[src/rtl/core/isc_pkg.sv]
// Package for the image signature classifier: sizes, format codes and the
// per-blob state record shared by the top level and the rule matcher.
// No dependencies.
package isc_pkg;

	localparam int HEADER_BYTES  = 12;
	localparam int TAIL_BYTES    = 18;
	localparam int SEARCH_WINDOW = 1000;

	localparam int HEAD_W  = HEADER_BYTES * 8;
	localparam int TAIL_W  = TAIL_BYTES * 8;
	localparam int COUNT_W = 11;
	localparam logic [COUNT_W-1:0] COUNT_MAX = '1;

	typedef enum logic [4:0] {
		FMT_JPG  = 5'd0,
		FMT_PNG  = 5'd1,
		FMT_GIF  = 5'd2,
		FMT_WEBP = 5'd3,
		FMT_BMP  = 5'd4,
		FMT_TIFF = 5'd5,
		FMT_AVIF = 5'd6,
		FMT_HEIC = 5'd7,
		FMT_ICO  = 5'd8,
		FMT_CUR  = 5'd9,
		FMT_PSD  = 5'd10,
		FMT_XCF  = 5'd11,
		FMT_EXR  = 5'd12,
		FMT_HDR  = 5'd13,
		FMT_JP2  = 5'd14,
		FMT_J2K  = 5'd15,
		FMT_JXL  = 5'd16,
		FMT_JXR  = 5'd17,
		FMT_TGA  = 5'd18,
		FMT_PCX  = 5'd19,
		FMT_SVG  = 5'd20,
		FMT_PBM  = 5'd21,
		FMT_PGM  = 5'd22,
		FMT_PPM  = 5'd23,
		FMT_PAM  = 5'd24,
		FMT_XBM  = 5'd25,
		FMT_XPM  = 5'd26,
		FMT_FITS = 5'd27,
		FMT_FLIF = 5'd28,
		FMT_QOI  = 5'd29,
		FMT_WBMP = 5'd30
	} fmt_t;

	// head: byte 0 in the top bits; tail: oldest byte in the top bits
	typedef struct packed {
		logic [HEAD_W-1:0]  head;
		logic [TAIL_W-1:0]  tail;
		logic [COUNT_W-1:0] count;
		logic               svg_seen;
	} blob_state_t;

endpackage

[src/rtl/core/isc_classify.sv]
// Signature rule matcher: priority chain of header, footer and size tests.
// Depends on isc_pkg.
module isc_classify (
	input  isc_pkg::blob_state_t st,
	output isc_pkg::fmt_t        code
);

	localparam int HW = isc_pkg::HEAD_W;

	logic [7:0]                 d0, d1, d2, d3;
	logic [isc_pkg::COUNT_W-1:0] n;
	logic                       heic_brand;
	logic [31:0]                brand;

	assign n  = st.count;
	assign d0 = st.head[HW-1 -: 8];
	assign d1 = st.head[HW-9 -: 8];
	assign d2 = st.head[HW-17 -: 8];
	assign d3 = st.head[HW-25 -: 8];
	assign brand = st.head[HW-65 -: 32];

	assign heic_brand = (brand == "heic") || (brand == "heix") || (brand == "hevc") ||
		(brand == "hevx") || (brand == "heim") || (brand == "heis") ||
		(brand == "hevm") || (brand == "hevs") || (brand == "mif1") ||
		(brand == "msf1");

	always_comb begin
		code = isc_pkg::FMT_JPG;
		if (n < 11'd4) begin
			code = isc_pkg::FMT_JPG;
		end else if (d0 == 8'hFF && d1 == 8'hD8 && d2 == 8'hFF) begin
			code = isc_pkg::FMT_JPG;
		end else if (n >= 11'd8 && st.head[HW-1 -: 64] == 64'h89504E470D0A1A0A) begin
			code = isc_pkg::FMT_PNG;
		end else if (n >= 11'd6 && (st.head[HW-1 -: 48] == "GIF87a" ||
				st.head[HW-1 -: 48] == "GIF89a")) begin
			code = isc_pkg::FMT_GIF;
		end else if (n >= 11'd12 && st.head[HW-1 -: 32] == "RIFF" &&
				st.head[HW-65 -: 32] == "WEBP") begin
			code = isc_pkg::FMT_WEBP;
		end else if (d0 == 8'h42 && d1 == 8'h4D) begin
			code = isc_pkg::FMT_BMP;
		end else if (st.head[HW-1 -: 32] == 32'h49492A00 ||
				st.head[HW-1 -: 32] == 32'h4D4D002A) begin
			code = isc_pkg::FMT_TIFF;
		end else if (n >= 11'd12 && st.head[HW-33 -: 64] == "ftypavif") begin
			code = isc_pkg::FMT_AVIF;
		end else if (n >= 11'd12 && st.head[HW-33 -: 32] == "ftyp" && heic_brand) begin
			code = isc_pkg::FMT_HEIC;
		end else if (d0 == 8'h00 && d1 == 8'h00 && d2 == 8'h01 && d3 == 8'h00) begin
			code = isc_pkg::FMT_ICO;
		end else if (d0 == 8'h00 && d1 == 8'h00 && d2 == 8'h02 && d3 == 8'h00) begin
			code = isc_pkg::FMT_CUR;
		end else if (st.head[HW-1 -: 32] == "8BPS") begin
			code = isc_pkg::FMT_PSD;
		end else if (n >= 11'd9 && st.head[HW-1 -: 72] == 72'h67696D7020786366_20) begin
			code = isc_pkg::FMT_XCF;
		end else if (st.head[HW-1 -: 32] == 32'h762F3101) begin
			code = isc_pkg::FMT_EXR;
		end else if (n >= 11'd10 && (st.head[HW-1 -: 80] == "#?RADIANCE" ||
				st.head[HW-1 -: 48] == "#?RGBE")) begin
			code = isc_pkg::FMT_HDR;
		end else if (n >= 11'd8 && st.head[HW-1 -: 64] == 64'h0000000C6A502020) begin
			code = isc_pkg::FMT_JP2;
		end else if (st.head[HW-1 -: 32] == 32'hFF4FFF51) begin
			code = isc_pkg::FMT_J2K;
		end else if (d0 == 8'hFF && d1 == 8'h0A) begin
			code = isc_pkg::FMT_JXL;
		end else if (n >= 11'd12 &&
				st.head[HW-1 -: 96] == 96'h0000000C4A584C200D0A870A) begin
			code = isc_pkg::FMT_JXL;
		end else if (((d0 == 8'h49 && d1 == 8'h49) || (d0 == 8'h4D && d1 == 8'h4D)) &&
				d2 == 8'hBC && (d3 == 8'h00 || d3 == 8'h01)) begin
			code = isc_pkg::FMT_JXR;
		end else if (n >= 11'd26 &&
				st.tail == 144'h54525545564953494F4E2D5846494C452E00) begin
			code = isc_pkg::FMT_TGA;
		end else if (n >= 11'd18 && d1 <= 8'd1 &&
				(d2 inside {8'd1, 8'd2, 8'd3, 8'd9, 8'd10, 8'd11})) begin
			code = isc_pkg::FMT_TGA;
		end else if (d0 == 8'h0A && d2 == 8'h01) begin
			code = isc_pkg::FMT_PCX;
		end else if (n >= 11'd5 && st.svg_seen && (st.head[HW-1 -: 40] == "<?xml" ||
				st.head[HW-1 -: 32] == "<svg")) begin
			code = isc_pkg::FMT_SVG;
		end else if (d0 == "P" && (d1 inside {"1", "2", "3", "4", "5", "6", "7"})) begin
			case (d1)
				"1", "4": code = isc_pkg::FMT_PBM;
				"2", "5": code = isc_pkg::FMT_PGM;
				"3", "6": code = isc_pkg::FMT_PPM;
				default:  code = isc_pkg::FMT_PAM;
			endcase
		end else if (n >= 11'd7 && st.head[HW-1 -: 56] == "#define") begin
			code = isc_pkg::FMT_XBM;
		end else if (n >= 11'd9 && st.head[HW-1 -: 72] == "/* XPM */") begin
			code = isc_pkg::FMT_XPM;
		end else if (n >= 11'd6 && st.head[HW-1 -: 48] == "SIMPLE") begin
			code = isc_pkg::FMT_FITS;
		end else if (st.head[HW-1 -: 32] == "FLIF") begin
			code = isc_pkg::FMT_FLIF;
		end else if (st.head[HW-1 -: 32] == "qoif") begin
			code = isc_pkg::FMT_QOI;
		end else if (d0 == 8'h00 && d1 == 8'h00) begin
			code = isc_pkg::FMT_WBMP;
		end
	end

endmodule

[src/rtl/core/image_signature_classifier.sv]
// Top level of the image signature classifier: blob state registers,
// rule matcher instance and a two-entry output register with skid.
// Depends on isc_pkg and isc_classify.
//
//  channel | direction | handshake          | payload
//  --------+-----------+--------------------+------------------------
//  in      | to block  | in_valid/in_stall  | data_byte, last_byte
//  out     | from block| out_valid/out_stall| format_code
//
// One byte is taken per cycle while in_stall is low; the code for a blob is
// registered from the single matcher pass when its final byte is accepted.
// Reset clears all blob state and empties the output register and skid.
// in_stall rises only when both the output register and the skid entry hold
// undelivered codes, i.e. after a blob finishes while out_stall holds another.
module image_signature_classifier (
	input  logic       clk,
	input  logic       arst_n,
	input  logic       in_valid,
	output logic       in_stall,
	input  logic [7:0] data_byte,
	input  logic       last_byte,
	output logic       out_valid,
	input  logic       out_stall,
	output logic [4:0] format_code
);

	localparam int HW = isc_pkg::HEAD_W;
	localparam int TW = isc_pkg::TAIL_W;

	isc_pkg::blob_state_t st_q, st_next;
	isc_pkg::fmt_t        res_code;
	isc_pkg::fmt_t        out_code_q, skid_code_q;
	logic                 out_valid_q, skid_valid_q;
	logic                 in_fire, res_valid, out_fire;

	assign in_stall  = skid_valid_q;
	assign in_fire   = in_valid && !in_stall;
	assign res_valid = in_fire && last_byte;
	assign out_valid = out_valid_q;
	assign out_fire  = out_valid_q && !out_stall;
	assign format_code = out_code_q;

	// state as it stands once the incoming byte is folded in
	always_comb begin
		st_next = st_q;
		for (int i = 0; i < isc_pkg::HEADER_BYTES; i++) begin
			if (st_q.count == isc_pkg::COUNT_W'(i))
				st_next.head[HW-1-8*i -: 8] = data_byte;
		end
		if (st_q.count >= isc_pkg::COUNT_W'(3) &&
				st_q.count < isc_pkg::COUNT_W'(isc_pkg::SEARCH_WINDOW) &&
				st_q.tail[23:0] == "<sv" && data_byte == "g")
			st_next.svg_seen = 1'b1;
		st_next.tail = {st_q.tail[TW-9:0], data_byte};
		if (st_q.count != isc_pkg::COUNT_MAX)
			st_next.count = st_q.count + 1'b1;
	end

	isc_classify u_classify (
		.st   (st_next),
		.code (res_code)
	);

	always_ff @(posedge clk or negedge arst_n) begin
		if (!arst_n) begin
			st_q <= '0;
		end else if (in_fire) begin
			if (last_byte)
				st_q <= '0;
			else
				st_q <= st_next;
		end
	end

	always_ff @(posedge clk or negedge arst_n) begin
		if (!arst_n) begin
			out_valid_q  <= 1'b0;
			skid_valid_q <= 1'b0;
		end else if (!out_valid_q || out_fire) begin
			if (skid_valid_q) begin
				out_valid_q  <= 1'b1;
				skid_valid_q <= 1'b0;
			end else begin
				out_valid_q <= res_valid;
			end
		end else if (res_valid) begin
			skid_valid_q <= 1'b1;
		end
	end

	always_ff @(posedge clk) begin
		if (!out_valid_q || out_fire) begin
			if (skid_valid_q)
				out_code_q <= skid_code_q;
			else if (res_valid)
				out_code_q <= res_code;
		end else if (res_valid) begin
			skid_code_q <= res_code;
		end
	end

`ifndef SYNTHESIS
	a_skid_behind_out: assert property (@(posedge clk) disable iff (!arst_n)
		skid_valid_q |-> out_valid_q)
		else $error("skid entry held with output register empty");

	a_result_follows_final: assert property (@(posedge clk) disable iff (!arst_n)
		res_valid |=> out_valid_q)
		else $error("final byte accepted but no code presented");

	a_state_clears: assert property (@(posedge clk) disable iff (!arst_n)
		res_valid |=> (st_q.count == '0 && !st_q.svg_seen))
		else $error("blob state not cleared after final byte");

	a_svg_needs_bytes: assert property (@(posedge clk) disable iff (!arst_n)
		st_q.svg_seen |-> (st_q.count >= isc_pkg::COUNT_W'(4)))
		else $error("svg tag flagged before four bytes were seen");
`endif

endmodule
[config.mk]
export PLATFORM = sky130hd
export DESIGN_NAME = image_signature_classifier
export DESIGN_NICKNAME = d
export VERILOG_FILES = /design/src/rtl/core/isc_pkg.sv /design/src/rtl/core/isc_classify.sv /design/src/rtl/core/image_signature_classifier.sv
export SDC_FILE = /design/constraint.sdc
export NUM_CORES = 1
export LEC_CHECK = 0
export BUFFER_PORTS_ARGS = -buffer_cell sky130_fd_sc_hd__buf_4
export CORE_UTILIZATION = 55
export CTS_CLUSTER_SIZE = 8
export DETAILED_ROUTE_END_ITERATION = 7
export GPL_ROUTABILITY_DRIVEN = 1
export GPL_TIMING_DRIVEN = 0
export PLACE_DENSITY_LB_ADDON = 0.08
export SYNTH_ARGS = -nofsm -noshare
export SYNTH_HDL_FRONTEND = slang
export SYNTH_HIERARCHICAL = 1
export SYNTH_SLANG_ARGS = --single-unit
[constraint.sdc]
create_clock -name clk -period 7.4 [get_ports clk]
set_clock_uncertainty 0.15 [all_clocks]
set_input_delay 0.74 -clock clk [delete_from_list [all_inputs] [get_ports clk]]
set_output_delay 0.74 -clock clk [all_outputs]
set_load 0.02 [all_outputs]
# Word-level counts from Yosys, hierarchy flattened
# Cells that the tools add are included.
# op_classes
addsub,1
n_mul,0
n_div,0
magnitude_cmp,13
n_eq_ne,75
n_shift,0
muxes,52
bitwise,1
n_reduce_logical,72
# ops
operator,count
$eq 32x31->1 const B,18
$mux 252,1
$mux 5,33
$eq 144x143->1 const B,1
$eq 48x47->1 const B,3
$eq 96x68->1 const B,1
$mux 8,12
$eq 80x78->1 const B,1
$eq 72x70->1 const B,1
$eq 72x71->1 const B,1
$eq 32x30->1 const B,2
$eq 64x36->1 const B,1
$eq 64x63->1 const B,1
$eq 64x64->1 const B,1
$eq 56x54->1 const B,1
$eq 8x6->1 const B,7
$eq 8x7->1 const B,7
$eq 48x46->1 const B,1
$eq 11x3->1 const B,4
$eq 11x4->1 const B,4
$ge 11x4->1 const B,4
$eq 40x38->1 const B,1
$eq 8x4->1 const B,5
$logic_and 1x1->1,40
other kinds (28),63
# word_totals
regBits,256
latchBits,0
mem_bits_rw,0
mem_bits_ro,0
word_cells,222
memories,0

# Longest topological paths before layout
# logic_depth
ltp_word,37
depth_mapped,17
ltp_nobuf,15

# Cells and area by module
# The synthesis kept the hierarchy.
# by_module_without_submodules
module,n_inst,cells_per_inst,area_each_um2,seq_area_each_um2
image_signature_classifier,1,1239,12479.5,6456.2
isc_classify,1,487,3313.2,0.0

# Worst setup path after synthesis
# OpenSTA, ideal clock, no wires.
# synth_timing
path_kind,register -> register
start,register st_q[8] in the netlist's numbering
end,register out_code_q[0] (netlist: format_code[0]) (data pin)
arrival_time_ns,3.964
required_ns,6.990
path_slack_ns,3.026
stages_incl_launch_ff,18
path_buffers,5
synth_period_minus_slack_ns,4.374
cell_sequence,dfrtp_1 > buf_6 > nor4_2 > buf_4 > and4_1 > buf_2 > buf_4 > mux2_2 > clkbuf_1 > nor4_2 > nand3_1 > or4_1 > a211oi_2 > nand3b_1 > o211ai_2 > a221oi_2 > o211ai_1 > mux2_2
# synth_lines
element,line,rtl
"start, declared",image_signature_classifier.sv:30,"isc_pkg::blob_state_t st_q, st_next;"
"start signal, assigned",image_signature_classifier.sv:71,st_q <= st_next;
"end signal, assigned",image_signature_classifier.sv:94,out_code_q <= skid_code_q;
"end signal, assigned",image_signature_classifier.sv:96,out_code_q <= res_code;
"end, declared",image_signature_classifier.sv:32,"isc_pkg::fmt_t out_code_q, skid_code_q;"

==> results_dict.tcl <==
set metrics [dict create \
    status "completed" \
    fillers 2454 \
    async_flop_share_pct 96.1 \
    place.port_buffers 19 \
    multi_input_comb_area_sq_um 8640 \
    antenna_found_initial 0 \
    clockBufferDepth 3 \
    postRouteAntennaNets 0 \
    grt_max_degree 88 \
    synth_area_leaders "dfrtp_1, nand2_1, mux2_2" \
    reg2reg_from "st_q[7]" \
    synth_common_cells "nand2_1, dfrtp_1, o21ai_0, clkbuf_1, mux2_2" \
    cts.clk_slew.worst_paths_ns 0.05 \
    finalCriticalPeriod_ns 6.06 \
    finalMaxSlewViolations 0 \
    cts_resized 0 \
    routed_wl_microns 55400 \
    regArea_sq_um 6460 \
    final.period_utilization_pct 81.8 \
    viasPerCell 6.84 \
    post-route-util_pct 62.6 \
    drtIter0Drc 1675 \
    drc 0 \
    vias 14900 \
    tns_ns 0 \
    gp_congestion 1.03 \
    hold_buffers 0 \
    hpwl_microns 39900 \
    max_freq_mhz 165 \
    syn-num-nets 1743 \
    worst_slew_margin_rel_pct 27.5 \
    numClockSinks 256 \
    ys_ff_latch 256 \
    die_area_sq_um 29400 \
    cp-start-kind "flip-flop" \
    post_cts_buffers 0 \
    first_pass_iters 7 \
    ir_worst_vdd_mv 0.286 \
    p_total_mw 5.41 \
    gr-total-overflow 0 \
    root_buffer "clkbuf_16" \
    critPathRequiredTime_ns 7.52 \
    critPathLaunch "st_q[7]" \
    ys_warn_count 6 \
    cap_viol_max_count 0 \
    hold_ws_ns 0.0132 \
    die_x_microns 171 \
    grt_pass1_vias 14600 \
    rows 61 \
    drive_above_1_share_pct 13.7 \
    synthMostInstantiatedCell "nand2_1" \
    nNetsFinal 1804 \
    antenna_cells 0 \
    yosys.area.top_type "dfrtp_1" \
    initial_core_util_pct 56.4 \
    powerDensity_nw_per_um2 309 \
    io_pins 20 \
    cts_tree "yes" \
    setup_viol 0 \
    hold_viol 0 \
    leakagePower_nw 6.96 \
    rsz0062_at_grt "false" \
    arrival_ns 6.17 \
    min_path_type "input port to async pin" \
    htree_levels 2 \
    grt_pass1_wl_microns 85700 \
    die_y_microns 171 \
    insertion_delay_ns 0.53 \
    cp_max_fo 10 \
    r2r_cells 17 \
    wire_per_inst_microns 25.5 \
    syn_area_sq_um 15800 \
    synthCells 1726 \
    syn_avg_cell_area_sq_um 9.15 \
    yosysSeqAreaShare_pct 40.9 \
    worst_pin_slew_ns 1.06 \
    grt_usage_pct 38.5 \
    synth_flop_cell "dfrtp_1" \
    crit_type "flip-flop to flip-flop" \
    cts_buffers 38 \
    synth_cell_types 82 \
    area_growth_pct 11.0 \
    synth_edf_count 10 \
    core_area_sq_um 28000 \
    crit_path_end_kind "flip-flop" \
    synth_top_area_share_pct 39.0 \
]
[power breakdown]
group	switching (mW)	total, mW	internal [mW]
registers	0.170	1.77	1.60
clock network	0.622	1.57	0.952
logic	1.31	2.06	0.753
[metrics by stage]
step	area, sq um	instances	setup slack (ns)
4_1_cts	17500	2171	1.56
5_1_grt	17500	2171	0.983
3_5_place_dp	16500	2125	1.58
6_report	17500	2171	1.34
2_1_floorplan	15800	1726	3.03
3_3_place_gp	16400	2123	1.49
[registers in the layout (all words and copies together), names as in the netlist]
signal       count
format_code      5
in_stall         1
out_valid        1
skid_code_q      5
st_next        136
st_q           108
[final timing paths]
| kind | to | slack [ns] |
|---|---|---|
| worst max-delay path | format_code[1] | 1.34 |
| worst max register to register | format_code[1] | 1.34 |
| worst min-delay path | st_q[222] | 0.01 |
| min in group clk | st_next[150] | 0.32 |
| worst min register to register | st_next[150] | 0.32 |
| max in group asynchronous | st_next[87] | 5.77 |
[final cells by class]
class,instances,share of cell area [%]
inverters,8,0.171
flip-flops and latches,256,36.8
well taps,378,2.70
plain buffers,145,3.83
multi-input cells,1317,49.3
clock buffers,41,5.49
repair buffers,21,1.17
clock inverters,5,0.514
[cell families (layout without fill, tap and decap cells)]
group / Yosys count / in the layout / share of synthesized area (%)
AOI/OAI and AO/OA: 316 / 316 / 14.3
xor gates and xnor gates: 7 / 7 / 0.388
adders and majority gates: 4 / 4 / 0.317
buffers and inverters: 153 / 220 / 4.44
DFF: 256 / 256 / 40.9
muxes: 95 / 95 / 6.77
and+or+nand+nor: 895 / 895 / 32.9
[worst max-delay path: stages, from the launching register on]
cell and delay [ns]:
dfrtp_1 0.36, clkbuf_1 0.20, nor3_1 0.44, buf_2 0.41
and4_1 0.24, buf_2 0.18, buf_4 0.20, mux2_2 0.41
clkbuf_1 0.28, nor4bb_1 0.84, nand4_1 0.24, a2111oi_0 0.86
nor3_1 0.17, nand4b_1 0.14, o21ba_2 0.17, o21ai_1 0.13
a21oi_1 0.10, mux2_2 0.27
[layer usage]
metal	share of wire, %	vias to the layer above	track usage [%]
li1	-	6552	-
met1	39	7289	47.3
met2	47	793	63.1
met3	8.4	216	7.96
met4	5.9	0	21.5
met5	0	-	0
[cells in the final DEF, fill, tap and decap left out, drive strengths merged, types with 12 or more instances in the layout]
cell type | Yosys | routed
a22o | 19 | 19
clkbuf | 95 | 136
nor2 | 46 | 46
nand4 | 56 | 56
nand3 | 30 | 30
nand3b | 12 | 12
and3 | 20 | 20
mux2 | 94 | 94
or4 | 15 | 15
and4b | 13 | 13
nand2 | 359 | 359
nor3b | 79 | 79
nor4 | 38 | 38
o21ai | 153 | 153
nor4bb | 40 | 40
and4 | 17 | 17
a221o | 75 | 75
nor2b | 32 | 32
nor3 | 31 | 31
nor4b | 32 | 32
nand4b | 18 | 18
a21oi | 15 | 15
nand2b | 18 | 18
buf | 50 | 71
dfrtp | 246 | 246
Note: power is estimated with default switching activity, not from simulation.
